**src/hdl/gic_pkg.sv**
```systemverilog
// ----------------------------------------------------------------------------
// gic_pkg
// shared widths, constants, register indexes and lane result type
// ----------------------------------------------------------------------------
package gic_pkg;

  localparam int NUM_BUTTONS = 16;
  localparam int BTN_W       = 16;
  localparam int AXIS_W      = 16;
  localparam int LVL_W       = 15;
  localparam int DZ_W        = 15;
  localparam int CFG_IDX_W   = 2;
  localparam int DIV_NUM_W   = 32;
  localparam int DIV_DEN_W   = 16;

  localparam logic [LVL_W-1:0] FULL_SCALE = 15'h7fff;
  localparam logic [DZ_W-1:0]  STICK_DZ_RST = 15'd6554;
  localparam logic [DZ_W-1:0]  TRIG_DZ_RST  = 15'd3277;

  // buttons above NUM_BUTTONS are dropped
  localparam logic [BTN_W-1:0] BTN_MASK = BTN_W'((64'd1 << NUM_BUTTONS) - 64'd1);

  typedef enum logic [CFG_IDX_W-1:0] {
    CFG_STICK_DZ = 2'd0,
    CFG_TRIG_DZ  = 2'd1
  } cfg_idx_t;

  typedef struct packed {
    logic signed [AXIS_W-1:0] sx;
    logic signed [AXIS_W-1:0] sy;
    logic [LVL_W-1:0]         trig;
  } lane_res_t;

  // magnitude of a raw axis after saturating -32768 to -32767
  function automatic logic [LVL_W-1:0] sat_abs(input logic signed [AXIS_W-1:0] v);
    logic [AXIS_W-1:0] n;
    begin
      n = AXIS_W'(-v);
      if (v == 16'sh8000) return FULL_SCALE;
      else if (v[AXIS_W-1]) return n[LVL_W-1:0];
      else return v[LVL_W-1:0];
    end
  endfunction

  // x * 32767 as shift and subtract
  function automatic logic [DIV_NUM_W-1:0] times_fs(input logic [DIV_DEN_W-1:0] x);
    begin
      return ({16'd0, x} << 15) - {16'd0, x};
    end
  endfunction

endpackage

```
**src/hdl/gic_div.sv**
```systemverilog
// ----------------------------------------------------------------------------
// gic_div
// restoring divider, one quotient bit a cycle, round half up on the result
// ----------------------------------------------------------------------------
module gic_div (
  input  logic                           clk,
  input  logic                           rst_n,
  input  logic                           start,
  input  logic [gic_pkg::DIV_NUM_W-1:0]  num,
  input  logic [gic_pkg::DIV_DEN_W-1:0]  den,
  output logic                           done,
  output logic [gic_pkg::DIV_NUM_W-1:0]  quo
);
  import gic_pkg::*;

  logic                 busy_r;
  logic                 done_r;
  logic [4:0]           cnt_r;
  logic [DIV_NUM_W-1:0] num_r;
  logic [DIV_DEN_W-1:0] rem_r;
  logic [DIV_DEN_W-1:0] den_r;
  logic [DIV_DEN_W:0]   rem_sh;
  logic                 ge;
  logic                 rnd;

  assign rem_sh = {rem_r, num_r[DIV_NUM_W-1]};
  assign ge     = rem_sh >= {1'b0, den_r};
  // remainder at least half the divisor rounds up
  assign rnd    = {rem_r, 1'b0} >= {1'b0, den_r};
  assign quo    = num_r + DIV_NUM_W'(rnd);
  assign done   = done_r;

  always_ff @(posedge clk) begin
    if (!rst_n) begin
      busy_r <= 1'b0;
      done_r <= 1'b0;
      cnt_r  <= '0;
    end else begin
      done_r <= 1'b0;
      if (start) begin
        busy_r <= 1'b1;
        cnt_r  <= '0;
        num_r  <= num;
        den_r  <= den;
        rem_r  <= '0;
      end else if (busy_r) begin
        num_r <= {num_r[DIV_NUM_W-2:0], ge};
        rem_r <= ge ? DIV_DEN_W'(rem_sh - {1'b0, den_r}) : rem_sh[DIV_DEN_W-1:0];
        cnt_r <= cnt_r + 5'd1;
        if (cnt_r == 5'd31) begin
          busy_r <= 1'b0;
          done_r <= 1'b1;
        end
      end
    end
  end

endmodule

```
**src/hdl/gic_lane.sv**
```systemverilog
// ----------------------------------------------------------------------------
// gic_lane
// one stick pair and one trigger: axial deadzones, root, radial deadzone
// ----------------------------------------------------------------------------
module gic_lane (
  input  logic                              clk,
  input  logic                              rst_n,
  input  logic                              start,
  input  logic signed [gic_pkg::AXIS_W-1:0] raw_x,
  input  logic signed [gic_pkg::AXIS_W-1:0] raw_y,
  input  logic signed [gic_pkg::AXIS_W-1:0] raw_t,
  input  logic [gic_pkg::DZ_W-1:0]          stick_dz,
  input  logic [gic_pkg::DZ_W-1:0]          trig_dz,
  output logic                              done,
  output gic_pkg::lane_res_t                res
);
  import gic_pkg::*;

  typedef enum logic [3:0] {
    ST_IDLE, ST_DIV_X, ST_DIV_Y, ST_DIV_T, ST_SQUARE, ST_SUM, ST_ROOT, ST_ROUND,
    ST_DIV_S, ST_SCALE, ST_DIV_CX, ST_DIV_CY
  } state_t;

  state_t               state_r;
  logic                 issued_r;
  logic                 done_r;
  lane_res_t            res_r;
  logic [LVL_W-1:0]     ax_r, ay_r, at_r;
  logic                 sgx_r, sgy_r;
  logic [DZ_W-1:0]      dzs_r, dzt_r;
  logic [LVL_W-1:0]     mx_r, my_r, cx_r;
  logic [LVL_W-1:0]     trig_r;
  logic [29:0]          sqx_r, sqy_r, dd_r, px_r, py_r;
  logic                 zero_r;
  logic [30:0]          rx_r, bit_r;
  logic [31:0]          root_r;
  logic [3:0]           iter_r;
  logic [DIV_DEN_W-1:0] m_r;
  logic [LVL_W-1:0]     s_r;

  logic                 div_start, div_done;
  logic [DIV_NUM_W-1:0] div_num, div_quo;
  logic [DIV_DEN_W-1:0] div_den, stick_den, trig_den, m_den;
  logic [LVL_W-1:0]     q_clamp;
  logic [31:0]          trial;
  logic [30:0]          sq_sum;
  logic [DIV_DEN_W-1:0] m_diff;

  gic_div u_div (
    .clk  (clk),
    .rst_n(rst_n),
    .start(div_start),
    .num  (div_num),
    .den  (div_den),
    .done (div_done),
    .quo  (div_quo)
  );

  // full deadzone gives a zero divisor: divide by one, numerator or result is forced
  assign stick_den = (dzs_r == FULL_SCALE) ? 16'd1 : {1'b0, FULL_SCALE - dzs_r};
  assign trig_den  = (dzt_r == FULL_SCALE) ? 16'd1 : {1'b0, FULL_SCALE - dzt_r};
  assign m_den     = (m_r == '0) ? 16'd1 : m_r;
  assign q_clamp   = (div_quo > DIV_NUM_W'(FULL_SCALE)) ? FULL_SCALE : div_quo[LVL_W-1:0];
  assign trial     = root_r + {1'b0, bit_r};
  assign sq_sum    = {1'b0, sqx_r} + {1'b0, sqy_r};
  assign m_diff    = (m_r > {1'b0, dzs_r}) ? m_r - {1'b0, dzs_r} : '0;
  assign div_start = !issued_r && (state_r == ST_DIV_X || state_r == ST_DIV_Y ||
                     state_r == ST_DIV_T || state_r == ST_DIV_S ||
                     state_r == ST_DIV_CX || state_r == ST_DIV_CY);
  assign done      = done_r;
  assign res       = res_r;

  always_comb begin
    div_num = '0;
    div_den = 16'd1;
    unique case (state_r)
      ST_DIV_X: begin
        div_den = stick_den;
        if (ax_r >= dzs_r && dzs_r != FULL_SCALE) div_num = times_fs({1'b0, ax_r - dzs_r});
      end
      ST_DIV_Y: begin
        div_den = stick_den;
        if (ay_r >= dzs_r && dzs_r != FULL_SCALE) div_num = times_fs({1'b0, ay_r - dzs_r});
      end
      ST_DIV_T: begin
        div_den = trig_den;
        if (at_r >= dzt_r && dzt_r != FULL_SCALE) div_num = times_fs({1'b0, at_r - dzt_r});
      end
      ST_DIV_S: begin
        div_den = stick_den;
        div_num = times_fs(m_diff);
      end
      ST_DIV_CX: begin
        div_den = m_den;
        div_num = {2'b0, px_r};
      end
      ST_DIV_CY: begin
        div_den = m_den;
        div_num = {2'b0, py_r};
      end
      default: begin
        div_num = '0;
        div_den = 16'd1;
      end
    endcase
  end

  always_ff @(posedge clk) begin
    if (!rst_n) begin
      state_r  <= ST_IDLE;
      issued_r <= 1'b0;
      done_r   <= 1'b0;
    end else begin
      done_r <= 1'b0;
      if (div_start) issued_r <= 1'b1;
      if (div_done) issued_r <= 1'b0;
      unique case (state_r)
        ST_IDLE: begin
          if (start) begin
            ax_r    <= sat_abs(raw_x);
            ay_r    <= sat_abs(raw_y);
            sgx_r   <= raw_x[AXIS_W-1];
            sgy_r   <= raw_y[AXIS_W-1];
            // trigger map (n + 32768) >> 1, taken while the item is on the bus
            at_r    <= sat_abs(raw_t) == '0 ? 15'd16384 :
                       (raw_t[AXIS_W-1] ?
                        LVL_W'((17'd32768 - {2'b0, sat_abs(raw_t)}) >> 1) :
                        LVL_W'((17'd32768 + {2'b0, sat_abs(raw_t)}) >> 1));
            dzs_r   <= stick_dz;
            dzt_r   <= trig_dz;
            state_r <= ST_DIV_X;
          end
        end
        ST_DIV_X: begin
          if (div_done) begin
            mx_r    <= q_clamp;
            state_r <= ST_DIV_Y;
          end
        end
        ST_DIV_Y: begin
          if (div_done) begin
            my_r    <= q_clamp;
            state_r <= ST_DIV_T;
          end
        end
        ST_DIV_T: begin
          if (div_done) begin
            trig_r  <= q_clamp;
            state_r <= ST_SQUARE;
          end
        end
        ST_SQUARE: begin
          sqx_r   <= 30'(mx_r) * 30'(mx_r);
          sqy_r   <= 30'(my_r) * 30'(my_r);
          dd_r    <= 30'(dzs_r) * 30'(dzs_r);
          state_r <= ST_SUM;
        end
        ST_SUM: begin
          zero_r  <= sq_sum < {1'b0, dd_r};
          rx_r    <= sq_sum;
          root_r  <= '0;
          bit_r   <= 31'h4000_0000;
          iter_r  <= '0;
          state_r <= ST_ROOT;
        end
        ST_ROOT: begin
          if ({1'b0, rx_r} >= trial) begin
            rx_r   <= rx_r - trial[30:0];
            root_r <= (root_r >> 1) + {1'b0, bit_r};
          end else begin
            root_r <= root_r >> 1;
          end
          bit_r  <= bit_r >> 2;
          iter_r <= iter_r + 4'd1;
          if (iter_r == 4'd15) state_r <= ST_ROUND;
        end
        ST_ROUND: begin
          // remainder above the root rounds the root up
          m_r     <= DIV_DEN_W'(root_r + 32'({1'b0, rx_r} > root_r));
          state_r <= ST_DIV_S;
        end
        ST_DIV_S: begin
          if (div_done) begin
            if (dzs_r == FULL_SCALE) s_r <= (m_r > {1'b0, dzs_r}) ? FULL_SCALE : '0;
            else s_r <= q_clamp;
            state_r <= ST_SCALE;
          end
        end
        ST_SCALE: begin
          px_r    <= 30'(mx_r) * 30'(s_r);
          py_r    <= 30'(my_r) * 30'(s_r);
          state_r <= ST_DIV_CX;
        end
        ST_DIV_CX: begin
          if (div_done) begin
            cx_r    <= q_clamp;
            state_r <= ST_DIV_CY;
          end
        end
        ST_DIV_CY: begin
          if (div_done) begin
            res_r.trig <= trig_r;
            if (zero_r || m_r == '0) begin
              res_r.sx <= '0;
              res_r.sy <= '0;
            end else begin
              res_r.sx <= sgx_r ? -$signed({1'b0, cx_r}) : $signed({1'b0, cx_r});
              res_r.sy <= sgy_r ? -$signed({1'b0, q_clamp}) : $signed({1'b0, q_clamp});
            end
            done_r  <= 1'b1;
            state_r <= ST_IDLE;
          end
        end
        default: state_r <= ST_IDLE;
      endcase
    end
  end

endmodule

```
**config.mk**
```make
export PLATFORM = sky130hd
export DESIGN_NAME = gic_lane
export DESIGN_NICKNAME = d
export VERILOG_FILES = /design/src/hdl/gic_pkg.sv /design/src/hdl/gic_div.sv /design/src/hdl/gic_lane.sv
export SDC_FILE = /design/constraint.sdc
export NUM_CORES = 2
export LEC_CHECK = 0
export BUFFER_PORTS_ARGS = -buffer_cell sky130_fd_sc_hd__buf_2
export CAP_MARGIN = 20
export CORE_MARGIN = 2
export CORE_UTILIZATION = 23
export DETAILED_ROUTE_END_ITERATION = 12
export PLACE_DENSITY = 0.48
export SETUP_SLACK_MARGIN = 0.2
export SYNTH_ARGS = -nofsm -noshare
export SYNTH_HDL_FRONTEND = slang
export SYNTH_SLANG_ARGS = --single-unit
```
**constraint.sdc**
```tcl
create_clock -name clk -period 11.79 [get_ports clk]
set_clock_uncertainty 0.2 [all_clocks]
set_input_delay 1.179 -clock clk [delete_from_list [all_inputs] [get_ports clk]]
set_output_delay 1.179 -clock clk [all_outputs]
set_load 0.01 [all_outputs]
```
### Word-level counts from Yosys, hierarchy flattened

Index checks and enable logic that the tools add are counted.

* add/sub/neg operators: 26
* multiply operators: 5
* $lt $le $gt $ge: 10
* eq/ne operators: 29
* muxes and demuxes: 46
* bitwise gates (word level): 4
* reduce and logical (&&, ||, !) cells: 40

Operator list (number)
* 2-to-1 mux 15 bit: 15
* 2-to-1 mux 32 bit: 6
* case mux 32 bit (6 select lines): 1
* multiplier 15 x 15 -> 30 bit: 5
* case mux 31 bit (2 select lines): 2
* subtractor 30 x 15 -> 31 bit: 3
* 2-to-1 mux 16 bit: 4
* case mux 32 bit (2 select lines): 1
* equality test 16 bit (second input constant): 3
* case mux 16 bit (3 select lines): 1
* case mux 4 bit (12 select lines): 1
* greater-or-equal comparator 15 bit: 3
* negator 15 bit: 3
* subtractor 15 bit: 3
* greater-or-equal comparator 17 x 16 -> 1 bit: 2
* adder 31 x 31 -> 32 bit: 1
* adder 32 x 1 -> 32 bit: 1
* adder 32 x 31 -> 32 bit: 1
* greater-or-equal comparator 31 x 32 -> 1 bit: 1
* greater-than comparator 31 x 32 -> 1 bit: 1
* greater-than comparator 32 x 15 -> 1 bit (second input constant): 1
* 2-to-1 mux 4 bit: 8
* negator 15 -> 16 bit: 2
* subtractor 31 x 16 -> 32 bit: 1
* 37 further kinds: 90

* bits in registers: 541
* input bits: 81
* output and inout bits: 48
* logic and storage cells: 197

### Longest topological paths before layout

* depth after elaboration: 9
* mapped depth: 27
* depth with buffers taken out: 25

### By module

Synthesis repeated with hierarchy kept, for this count alone.

* cell total of the unflattened synthesis: 7346
* area, all modules: 68534.5 sq um

Modules (own cells, without submodules)
* gic_lane: instances 1, cells an instance 6949, area each 64261.6 sq um, seq. area each 13513.0 sq um
* gic_div: instances 1, cells an instance 397, area each 4272.8 sq um, seq. area each 2062.0 sq um

### Worst setup path after synthesis

Ideal clock, no wire load.

* path kind: input -> register
* start: input port rst_n
* end: register at_r[0] (enable)
* library setup time: 0.607 ns
* arrival time: 6.696 ns
* required time: 10.983 ns
* setup slack: 4.287 ns
* stages: 3
* buffers on the path: 1
* cells stage by stage: clkbuf_1 > nand2_1 > nor3_1

* cells in the longest elaborated chain, start to end: 1

Ends and longest elaborated chain
* start: declaration: line gic_lane.sv:7 `input logic rst_n,`
* AND reduction 3 bit (no line)
* end signal: assignment: line gic_lane.sv:125 `at_r <= sat_abs(raw_t) == '0 ? 15'd16384 :`
* end: declaration: line gic_lane.sv:28 `logic [LVL_W-1:0] ax_r, ay_r, at_r;`

Every way passes these cells.
A chain may end at the register's enable or synchronous reset.

### Worst setup path after layout

* start: register dzs_r[8]
* end: register dd_r[28] (data pin)

* cells in the longest elaborated chain, start to end: 1

Ends and longest elaborated chain
* start: declaration: line gic_lane.sv:30 `logic [DZ_W-1:0] dzs_r, dzt_r;`
* start signal: assignment: line gic_lane.sv:129 `dzs_r <= stick_dz;`
* multiplier 15 x 15 -> 30 bit: line gic_lane.sv:155 `dd_r <= 30'(dzs_r) * 30'(dzs_r);`
* end signal: assignment: line gic_lane.sv:155
* end: declaration: line gic_lane.sv:33 `logic [29:0] sqx_r, sqy_r, dd_r, px_r, py_r;`

Every way passes these cells.

==> flow_summary.json <==
{
  "power.density_mw_per_mm2": 102,
  "post-place-ws_ns": 3.74,
  "layout_setup_ws_ns": 3.73,
  "register_area_mm2": 0.0156,
  "worstPathRequired_ns": 12.01,
  "cts_max_level": 3,
  "syn2layout_area_growth_pct": 11.1,
  "holdWs_ns": 0.220,
  "maxSlewViolCount": 0,
  "drt_iter0_markers": 3737,
  "syn_area_mm2": 0.0670,
  "yosys_register_bits": 523,
  "slowest_stage": "a2111oi_0",
  "vdd.ir_drop.worst_v": 0.000353,
  "clock_latency_ns": 0.69,
  "max_stage_delay_ns": 0.69,
  "die_h_um": 544,
  "cts_made_buffers": 68,
  "drive_above_1_share": 0.0597,
  "die_width_um": 544,
  "crit_top_cell": "fa_1",
  "maxCapViolations": 0,
  "io_pins": 129,
  "max_clock_freq_ghz": 0.124,
  "numPortBuffers": 128,
  "seq_area_frac_synth": 0.233,
  "synth.distinct_cells": 97,
  "cp-end-kind": "register",
  "syn-num-nets": 8651,
  "cts_resized": 0,
  "setup_tns_ns": 0,
  "synth.avg_cell_area_um2": 9.42,
  "grt_pass1_vias": 53400,
  "drc": 0,
  "ys.warnings.count": 0,
  "setup_viol": 0,
  "globalRouteTotalUtil": 0.148,
  "path_class": "reg -> reg",
  "wirelength_um": 220000,
  "grt-ovfl-total": 0,
  "cp_max_fo": 13,
  "core_mm2": 0.290,
  "drtAntennaViolNets": 0,
  "hpwl_um": 175000,
  "cts.clk_slew.worst_paths_ns": 0.06,
  "tightest_slew_ns": 1.10,
  "cts_tree": "done",
  "synth_edf_count": 510,
  "min_path_cells": 0,
  "leakage_nw": 33.2,
  "hold_violations": 0,
  "worst-endpoint-arrival_ns": 8.28,
  "finalNonFillerCells": 11100,
  "critPathLaunchType": "register",
  "die-area_mm2": 0.295,
  "root_buffer": "clkbuf_16",
  "outcome": "completed",
  "async_flop_share": 0,
  "avgRoutedWirePerCell_um": 19.8,
  "layout.nets": 8650,
  "clockBufferDepth": 3,
  "ctsHoldBuffers": 0,
  "grt_max_degree": 69,
  "min_path_type": "reg -> reg",
  "layout_common_cells": "inv_1 (982), nand2_1 (767), fa_1 (752)",
  "first_pass_iters": 6,
  "rsz0062_at_grt": "false",
  "rows": 198,
  "clkSinkCount": 523,
  "multi_input_area_mm2": 0.0467,
  "crit_chain": "inv_1 > nor2_1 > fa_1 > inv_1 > fa_1 > inv_1 > fa_1 > inv_1 > fa_1 > fa_1 > inv_1 > fa_1 > ha_1 > and3_1 > a2111oi_0 > o211ai_1 > a2111oi_0 > nor3_1 > nand4_1 > nand3_1 > o41ai_1 > o21ai_0 > xor2_1",
  "reg2reg_depth": 23,
  "num_vias": 51500,
  "antenna_found_initial": 25,
  "initial_core_util": 0.231,
  "dp.cells": 10900,
  "fillers": 31100,
  "fin_crit_sh": 0.684,
  "finalWeightedCongestion": 0.935,
  "via_per_inst": 4.66,
  "postCtsSetupBuffers": 0,
  "layout_commonest_cell": "inv_1",
  "relSlewSlack": 0.264,
  "fin_crit_ns": 8.06,
  "grt_pass1_wl_um": 333000,
  "synthesis.instances": 7112,
  "ys.flop_type": "edfxtp_1"
}
## where the power goes
| group | total [W] | internal [W] | switching [W] |
|---|---|---|---|
| Sequential | 0.00227 | 0.00221 | 0.0000615 |
| Combinational | 0.00315 | 0.00119 | 0.00196 |
| Clock | 0.00220 | 0.00126 | 0.000943 |
| Total | 0.00762 | 0.00466 | 0.00296 |
## sequential cells by signal, summed over array words and instances (netlist names), 16 cells and up
signal and flops:
bit_r 16, rx_r 31, px_r 30, sqx_r 29
dd_r 29, m_r 16, sqy_r 29, root_r 32
u_div.num_r 32, res 47, u_div.rem_r 16, u_div.den_r 16
py_r 30
## critical path, delay by kind of cell, from the launching register on
kind | cells | cell delay, ns
AO/OA/AOI/OAI | 5 | 1.93
flip-flops | 1 | 0.56
adder cells (fa/ha/maj) | 7 | 3.37
buffers and inverters | 5 | 0.78
XOR/XNOR | 1 | 0.16
AND/OR/NAND/NOR | 5 | 0.80
## per-stage QoR
| stage | utilization | power (W) | instance area [um2] |
|---|---|---|---|
| finish | 0.256 | 0.00762 | 74400 |
| global route | 0.256 | 0.00810 | 74400 |
| CTS | 0.256 | 0.00771 | 74400 |
| detailed placement | 0.248 | 0.00545 | 72100 |
| global placement | 0.248 | 0.00546 | 72100 |
| floorplan | - | 0.00441 | 67000 |
## path summary, 6_finish.rpt
| check | to | slack [ns] | startpoint |
|---|---|---|---|
| min | res[3]$_DFFE_PP_ | 0.22 | trig_r[3]$_DFFE_PP_ |
| min reg2reg | res[3]$_DFFE_PP_ | 0.22 | trig_r[3]$_DFFE_PP_ |
| max | dd_r[28]$_DFFE_PP_ | 3.73 | dzs_r[8]$_DFFE_PP_ |
| max reg2reg | dd_r[28]$_DFFE_PP_ | 3.73 | dzs_r[8]$_DFFE_PP_ |
## cell type report
class / instances / area share
clock inverters: 48 / 0.00691
well taps: 3900 / 0.0656
flip-flops and latches: 523 / 0.209
repair buffers: 207 / 0.0166
multi-input cells: 5316 / 0.627
clock buffers: 76 / 0.0238
inverters: 995 / 0.0502
diodes: 3 / 0.000101
## synth_stat cells (30+ instances only)
cell | number | area (um2)
edfxtp_1 | 510 | 15300
xnor2_1 | 266 | 2330
o21a_1 | 58 | 435
a211oi_1 | 71 | 533
o21ai_0 | 229 | 1150
nor2_1 | 473 | 1780
or3_1 | 36 | 225
nand4_1 | 59 | 369
nor2b_1 | 67 | 419
xor2_1 | 166 | 1450
ha_1 | 706 | 8830
nand3_1 | 115 | 576
a21o_1 | 98 | 736
a31oi_1 | 65 | 407
nand2_1 | 767 | 2880
and2_1 | 344 | 2150
nor4_1 | 30 | 188
clkbuf_1 | 254 | 953
and3_1 | 68 | 425
nor3_1 | 102 | 510
fa_1 | 752 | 15100
inv_1 | 982 | 3690
o211ai_1 | 41 | 308
o21bai_1 | 36 | 270
a21oi_1 | 279 | 1400
nand2b_1 | 47 | 294
## per-layer routing
metal | wire, um | track usage
met5 | 9 | 0
met4 | 7920 | 0.0518
met3 | 11400 | 0.0195
met2 | 102000 | 0.243
met1 | 98300 | 0.198
## cells by family (layout without fill, tap and decap cells)
| kind of cell | Yosys count | after routing | share of synthesized area |
|---|---|---|---|
| AND/OR/NAND/NOR | 2224 | 2224 | 0.160 |
| flip-flops | 523 | 523 | 0.233 |
| other | 0 | 3 | 0 |
| buffers and inverters | 1273 | 1326 | 0.0716 |
| multiplexers | 39 | 39 | 0.00602 |
| AO/OA/AOI/OAI | 1162 | 1162 | 0.116 |
| XOR/XNOR | 433 | 433 | 0.0567 |
| adder cells (fa/ha/maj) | 1458 | 1458 | 0.357 |
No activity file was read; power rests on OpenSTA's default activity.
